$ cat config.mk
export PLATFORM = sky130hd
export DESIGN_NAME = e2k_sqrt_cell
export DESIGN_NICKNAME = d
export VERILOG_FILES = /design/src/hw/rtl/e2k_pkg.sv /design/src/hw/rtl/e2k_sqrt_cell.sv
export SDC_FILE = /design/constraint.sdc
export NUM_CORES = 1
export LEC_CHECK = 0
export BUFFER_PORTS_ARGS = -buffer_cell sky130_fd_sc_hd__clkbuf_2
export CORE_ASPECT_RATIO = 2
export CORE_MARGIN = 1
export CORE_UTILIZATION = 40
export CTS_CLUSTER_DIAMETER = 200
export DETAILED_ROUTE_END_ITERATION = 8
export GPL_ROUTABILITY_DRIVEN = 1
export PLACE_DENSITY_LB_ADDON = 0.25
export SLEW_MARGIN = 30
export SYNTH_ARGS = -nofsm -noshare
export SYNTH_HDL_FRONTEND = slang
export SYNTH_SLANG_ARGS = --single-unit
export TNS_END_PERCENT = 100
$ cat constraint.sdc
create_clock -name clk -period 3 [get_ports clk]
set_input_delay 0.45 -clock clk [delete_from_list [all_inputs] [get_ports clk]]
set_output_delay 0.45 -clock clk [all_outputs]
set_load 0.005 [all_outputs]
$ cat src/hw/rtl/e2k_pkg.sv
package e2k_pkg;

  localparam int AngW = 32;
  localparam logic [AngW-1:0] HalfTurn = 32'h8000_0000;
  localparam logic [AngW-1:0] QuarterTurn = 32'h4000_0000;
  localparam logic [63:0] OneQ24 = 64'd16777216;
  localparam logic [31:0] EccMax = 32'hFFFF_FFFF;

  // Arctangent table in binary angle units, zero beyond stage 30.
  function automatic logic [31:0] atan_entry(input int s);
    logic [31:0] t;
    case (s)
      0: t = 32'h20000000;  1: t = 32'h12E4051E;  2: t = 32'h09FB385B;
      3: t = 32'h051111D4;  4: t = 32'h028B0D43;  5: t = 32'h0145D7E1;
      6: t = 32'h00A2F61E;  7: t = 32'h00517C55;  8: t = 32'h0028BE53;
      9: t = 32'h00145F2F;  10: t = 32'h000A2F98; 11: t = 32'h000517CC;
      12: t = 32'h00028BE6; 13: t = 32'h000145F3; 14: t = 32'h0000A2FA;
      15: t = 32'h0000517D; 16: t = 32'h000028BE; 17: t = 32'h0000145F;
      18: t = 32'h00000A30; 19: t = 32'h00000518; 20: t = 32'h0000028C;
      21: t = 32'h00000146; 22: t = 32'h000000A3; 23: t = 32'h00000051;
      24: t = 32'h00000029; 25: t = 32'h00000014; 26: t = 32'h0000000A;
      27: t = 32'h00000005; 28: t = 32'h00000003; 29: t = 32'h00000001;
      30: t = 32'h00000001;
      default: t = 32'h0;
    endcase
    return t;
  endfunction

endpackage

$ cat src/hw/rtl/e2k_sqrt_cell.sv
// One restoring square root step: two radicand bits consumed per cell.
module e2k_sqrt_cell import e2k_pkg::*; #(
  parameter int Step = 0
) (
  input  logic        clk,
  input  logic        en,
  input  logic [63:0] rad_in,
  input  logic [65:0] rem_in,
  input  logic [32:0] root_in,
  output logic [63:0] rad_out,
  output logic [65:0] rem_out,
  output logic [32:0] root_out
);
  logic [65:0] trial;
  logic [65:0] rem_sh;

  // Bring down the next bit pair and try subtracting 4*root+1.
  always_comb begin
    rem_sh = {rem_in[63:0], rad_in[63-2*Step -: 2]};
    trial = rem_sh - {31'd0, root_in, 2'b01};
  end

  always_ff @(posedge clk) begin
    if (en) begin
      rad_out <= rad_in;
      if (!trial[65]) begin
        rem_out <= trial;
        root_out <= {root_in[31:0], 1'b1};
      end else begin
        rem_out <= rem_sh;
        root_out <= {root_in[31:0], 1'b0};
      end
    end
  end
endmodule

; ---- Word-level counts from Yosys, hierarchy flattened
; Index checks and enable logic that the tools add are counted.
[classes]
n_addsub = 1
mux = 2
[ops]
columns = operator, n
row1 = 66-bit by 35-bit subtractor with 66-bit output, 1
row2 = 65-bit 2-to-1 mux, 1
row3 = 1-bit 2-to-1 mux, 1
[totals]
word_cells = 7
input_bits = 165
reg_bits = 163
out_inout_bits = 163

; ---- Depth between registers and ports, before layout
; Gate-level depths: netlist of run 1.
[logic_depth]
ltp_word = 2
mapped_depth = 15
mapped_depth_nobuf = 12

; ---- Worst setup path before layout of run 1
; No wires, ideal clock.
[synth_path]
path_type = input port to flip-flop
startpoint = input root_in[18]
endpoint = register rem_out[58], data pin
required_time_ns = 2.742
arrival_time_ns = 2.923
setup_slack_ns = -0.181
setup_ns = 0.258
cell_stages = 14
path_buffers = 2
path_cell_list = inv_1 > ha_1 > nand2_1 > or3_1 > or2_0 > a211oi_2 > o211ai_2 > and3b_1 > or2_1 > buf_6 > clkinv_4 > buf_12 > nand4_1 > xnor2_1
[synth_between]
elab_chain_len = 2
[synth_rtl]
columns = element, line
row1 = "start, declared", e2k_sqrt_cell.sv:9  ; input logic [32:0] root_in,
row2 = 66-bit by 35-bit subtractor with 66-bit output, e2k_sqrt_cell.sv:20  ; trial = rem_sh - {31'd0, root_in, 2'b01};
row3 = 65-bit 2-to-1 mux, e2k_sqrt_cell.sv:26  ; if (!trial[65]) begin
row4 = "end signal, assigned", e2k_sqrt_cell.sv:27  ; rem_out <= trial;
row5 = "end signal, assigned", e2k_sqrt_cell.sv:30  ; rem_out <= rem_sh;
row6 = "end, declared", e2k_sqrt_cell.sv:11  ; output logic [65:0] rem_out,
; Every way passes these cells.
; A chain may end at the register's enable or synchronous reset.

; ---- Worst setup path in the final report of run 1
[layout_path]
startpoint = input rem_in[55]
endpoint = register rem_out[59], data pin
[layout_between]
elab_chain_len = 2
[layout_rtl]
columns = element, line
row1 = "start, declared", e2k_sqrt_cell.sv:8  ; input logic [65:0] rem_in,
row2 = 66-bit by 35-bit subtractor with 66-bit output, e2k_sqrt_cell.sv:20
row3 = 65-bit 2-to-1 mux, e2k_sqrt_cell.sv:26
; Every way passes these cells.

==> metrics.txt, run 1 <==
cell area after synthesis 8190 µm²; Yosys warning count 0; setup TNS 0 ns; CP endpoint kind flip-flop; htree depth 4; Die W 103 µm; Top FF cell, synth edfxtp_1; core box area 20,000 µm²; slew margin rel. 58.6%; synthesized area per cell 12.0 µm²; fin crit share 95.5%; Antenna Nets Post-Route 0; unique cell type count in the Yosys netlist 59; post-route cell area between 10,000 and 15,000 µm²; Pre-antenna DRT Iters 5; fin. max-slew vios 0; Layout area overhead 47.4%; Iter 0 DRT Violations 257; CTS Sinks 163; fraction of layout cells with a size suffix above 1 47.3%; Worst-path clk slew 0.07 ns; final-report setup violation count 0; Finished Layout Cells 1,453; largest net degree at the start of global routing 68; # IOs 328; run status completed; hold path cells 1; GRT overflow 0; Worst Hold End rad_out[45]; Post-Syn Instances between 600 and 700; count leader, synth edfxtp_1; measured slew at the worst slew-check pin a little over 0.6 ns; Seq/Total Area, Yosys 59.7%; Hold Vio Cnt, Final 0; worst vdd ir 361 µV; Tot Pwr 6.22 mW; CTS Buf Count 17; syn_nets 883; ys async rst share 0%; clock tree root buffer cell clkbuf_16; largest cells by area after synthesis edfxtp_1, ha_1, xnor2_1; Setup Crit Path Kind input pin to flip-flop; diode count 0; CTS tree done; # placed instances roughly 1,400; f_max 349 MHz; power density of the placed cells 515 nW/µm²; WL final ~24 mm; Req. time, crit path 3.19 ns; WL/cell 16.8 µm; gr usage total between 20% and 30%; Synth top area share 59.7%; Fin Hold WS around 0.17 ns; fin util between 60% and 70%; Post-synth top cells edfxtp_1, nand2_1, xnor2_1; routability cong. 0.926; synthesized flop and latch total between 150 and 200; Die ar. 21,100 µm²; num rows 73; area post-placement 11,400 µm²; Max Root-Sink Buffers 2; post-place setup slack -0.440 ns; Setup WS post-layout 0.136 ns; via count 7,170; Post-DP HPWL 19.8 mm; Starting Density 41.0%; DR DRC count 0; first-pass GRT wire length 36.1 mm; IO buf count 325; CP Data Arrival Time 3.06 ns; Post-synth EDFFs ~160; crit start category input pin; Critical Path Fanout Max 3; Nets 1,377; vias in the first global route 7,273; max-cap violations 0; Synth area leader edfxtp_1; DR vias/cell 4.93; Leak Pwr roughly 5.4 nW; minimum clock period 2.86 ns; initial antenna violation count 0; chip height roughly 200 µm; Hold Crit Start rad_in[45]; HP Class input pin to flip-flop
how the worst max path moves through the flow:
stage,startpoint,to,slack [ns],depth (start not counted)
6_report,rem_in[55],rem_out[59],0.14,11
3_5_place_dp,root_in[8],rem_out[44],-0.44,14
4_1_cts,root_in[8],rem_out[24],0.02,14
3_3_place_gp,root_in[8],rem_out[44],-0.41,14
5_1_grt,root_in[15],rem_out[62],-0.003,15
2_1_floorplan,rem_in[55],rem_out[58],-0.02,12
kinds of logic after synthesis:
| kind of cell | after synthesis | synth area share [%] |
|---|---|---|
| XOR/XNOR | 63 | 6.73 |
| flip-flops | 163 | 59.7 |
| AND/OR/NAND/NOR | 211 | 13.5 |
| adder cells (fa/ha/maj) | 34 | 5.19 |
| AO/OA/AOI/OAI | 151 | 11.4 |
| buffers and inverters | 62 | 3.48 |
sequential cells by signal (all words and copies together), names as in the netlist:
register  flops
root_out     33
rem_out      66
rad_out      64
critical path, cell delays in order:
cell and delay (ns):
clkbuf_2 0.09, or3_4 0.38, or4_4 0.42, or3_4 0.36, nor3_2 0.16, o311a_2 0.25
a21boi_2 0.07, or2_2 0.35, buf_4 0.16, nor4_4 0.27, xor2_1 0.09
where the power goes:
group	switching (mW)	internal [mW]	total [mW]
clock network	1.03	1.11	2.14
registers	0.0577	2.74	2.80
logic	0.639	0.636	1.27
layer usage:
| metal | track usage (%) | share of wire (%) | up-vias |
|---|---|---|---|
| li1 | - | - | 3547 |
| met1 | 22.1 | 33 | 3300 |
| met2 | 45.0 | 57 | 266 |
| met3 | 4.58 | 5.1 | 57 |
| met4 | 14.2 | 4.5 | 0 |
| met5 | 0 | 0 | - |
area by class of cell:
cell class                      count  area, µm²
Timing Repair Buffer              498       2970
Sequential cell                   163       4890
Inverter                           39        151
Tap cell                          262        328
Clock inverter                     15        154
Clock buffer                       17        425
Fill cell                        1752       7930
Multi-Input combinational cell    459       3150
repair_timing:
| item | in CTS | in global routing |
|---|---|---|
| buffers inserted | 0 | 1 |
| gates resized for setup | 0 | 13 |
| hold endpoints to repair | 0 | 0 |
| hold buffers | 0 | 0 |
| endpoints found under the setup margin | 0 | 60 |
layout by cell type (no fill, tap or decap), types with 9 or more instances in the layout:
cell	Yosys	layout
inv_1	38	38
a21oi_1	40	38
xnor2_1	46	46
ha_1	34	26
nand3_1	10	10
a21o_1	10	10
o21ai_1	31	34
clkbuf_16	0	17
edfxtp_1	163	163
nor3_1	15	15
o21ai_0	22	18
buf_4	4	169
clkbuf_2	0	324
nor2_1	33	33
nand2b_1	9	9
nor4_1	10	9
o21a_1	14	14
xor2_1	17	17
nand2_1	79	78
nand4_1	17	17
No activity file was read; power rests on OpenSTA's default activity.
==> run 2: changes to the inputs <==
--- a/config.mk
+++ b/config.mk
@@ -13,6 +13,8 @@
 export DETAILED_ROUTE_END_ITERATION = 8
 export GPL_ROUTABILITY_DRIVEN = 1
 export PLACE_DENSITY_LB_ADDON = 0.25
+export RECOVER_POWER = 100
+export SKIP_LAST_GASP = 1
 export SLEW_MARGIN = 30
 export SYNTH_ARGS = -nofsm -noshare
 export SYNTH_HDL_FRONTEND = slang
==> run 2 against run 1 <==
  * The flow now finishes with violations (capacitance limit, slew limit)
  * Non-clock buffer count unchanged
  * Sequential power hardly changed
  * Cell count unchanged
  * First-iteration DRC count down 1.6%
  * Clock power about the same
  * Power decreased by 0.68%
  * Combinational power fell by 3%
  * Critical endpoint unchanged
  * Largest power group unchanged
==> metrics.txt, run 2 (synthesized netlist as in run 1, its figures left out) <==
max-cap violations 1; Largest register FFs 66; Nets ~1,400; CTS Sinks 163; clock tree root buffer cell clkbuf_16; initial antenna violation count 0; worst vdd ir between 300 and 400 µV; diode count 0; CP endpoint kind flip-flop; fraction of layout cells with a size suffix above 1 a little over a third; Leak Pwr 4.92 nW; Finished Layout Cells 1,453; core box area 20,000 µm²; Max Root-Sink Buffers 2; Setup WS post-layout 0.145 ns; HP Class input pin to flip-flop; Starting Density 41.0%; Req. time, crit path 3.20 ns; violated checks capacitance limit, slew limit; Worst-path clk slew ~0.07 ns; run status finished with violations; Die W between 100 and 150 µm; Pre-antenna DRT Iters 4; Antenna Nets Post-Route 0; Critical Path Fanout Max 3; most common cell after layout, fill and taps aside clkbuf_2; Largest regs rem_out: 66 flops, rad_out: 64 flops, root_out: 33 flops; # IOs 328; gr usage total between 20% and 30%; first-pass GRT wire length 36.1 mm; Tot Pwr 6.17 mW; post-place setup slack -0.440 ns; cts hold-fix bufs 0; chip height 204 µm; Post-DP HPWL about 20 mm; Iter 0 DRT Violations 253; Most flops, register rem_out; f_max 350 MHz; DR DRC count 0; via count 7,147; IO buf count 325; num rows 73; minimum clock period 2.85 ns; fin crit share 95.2%; final-report setup violation count 0; Die ar. about 21,000 µm²; Hold Vio Cnt, Final 0; GRT overflow 0; Setup Crit Path Kind input pin to flip-flop; CTS Buf Count 17; Fin Hold WS about 0.17 ns; DR vias/cell 4.92; largest net degree at the start of global routing approximately 70; slew margin rel. -53.5%; routability cong. 0.926; vias in the first global route 7,273; # placed instances 1,420; CP Data Arrival Time 3.05 ns; fin. max-slew vios about 40; htree depth 4; WL/cell 16.9 µm; WL final 24.5 mm; most frequent cells in the layout clkbuf_2, buf_4, edfxtp_1; power density of the placed cells ~520 nW/µm²; Layout area overhead 44.9%; crit start category input pin; measured slew at the worst slew-check pin 2.30 ns; CTS tree done
run 2: cell types whose count changed in the layout (fill, tap and decap cells not counted):
cell,before,now
clkbuf_1,0,148
clkbuf_2,324,178
buf_4,169,166
buf_1,0,2
buf_12,3,2
run 2: area by class of cell:
class	instances	area [µm²]
clock inverters	15	154
fillers	1795	8140
multi-input cells	459	3150
flip-flops and latches	163	4890
inverters	39	151
repair buffers	498	2760
clock buffers	17	425
well taps	262	328
run 2: final timing paths:
kind                     endpoint       start  depth (start not counted)  slack (ns)
worst max-delay path  rem_out[59]  rem_in[55]                         11        0.15
worst min-delay path  rad_out[36]  rad_in[36]                          1        0.17
run 2: what timing repair did:
item / CTS / global route
endpoints found under the setup margin: 0 / 60
resized for setup: 0 / 13
buffers inserted: 0 / 1
run 2: power by group:
group          internal (mW)  total (mW)  switching, mW  leakage, nW
registers               2.75        2.80         0.0568         1.59
clock network           1.11        2.14           1.03        0.286
logic                  0.591        1.23          0.639         3.04
run 2: metrics by stage:
stage          utilization [%]  setup TNS [ns]  instance area, µm²
2_1_floorplan                -          -0.152                8280
3_5_place_dp              57.2          -23.48               11400
4_1_cts                   60.0               0               12000
6_report                  59.3               0               11900
5_1_grt                   59.3        -0.00496               11900
3_3_place_gp              57.2          -21.93               11400
run 2: worst max-delay path, cell delays in order:
cell and delay [ns]:
clkbuf_2 0.09, or3_4 0.38, or4_4 0.42, or3_4 0.36, nor3_2 0.16, o311a_2 0.25
a21boi_2 0.07, or2_2 0.35, buf_4 0.16, nor4_4 0.27, xor2_1 0.09
run 2: layer usage:
layer	track usage (%)	vias up	wire length, µm
met2	45.0	272	14000
met3	4.58	56	1270
met5	0	-	0
met1	22.1	3278	8170
met4	14.2	0	1060
li1	-	3541	-
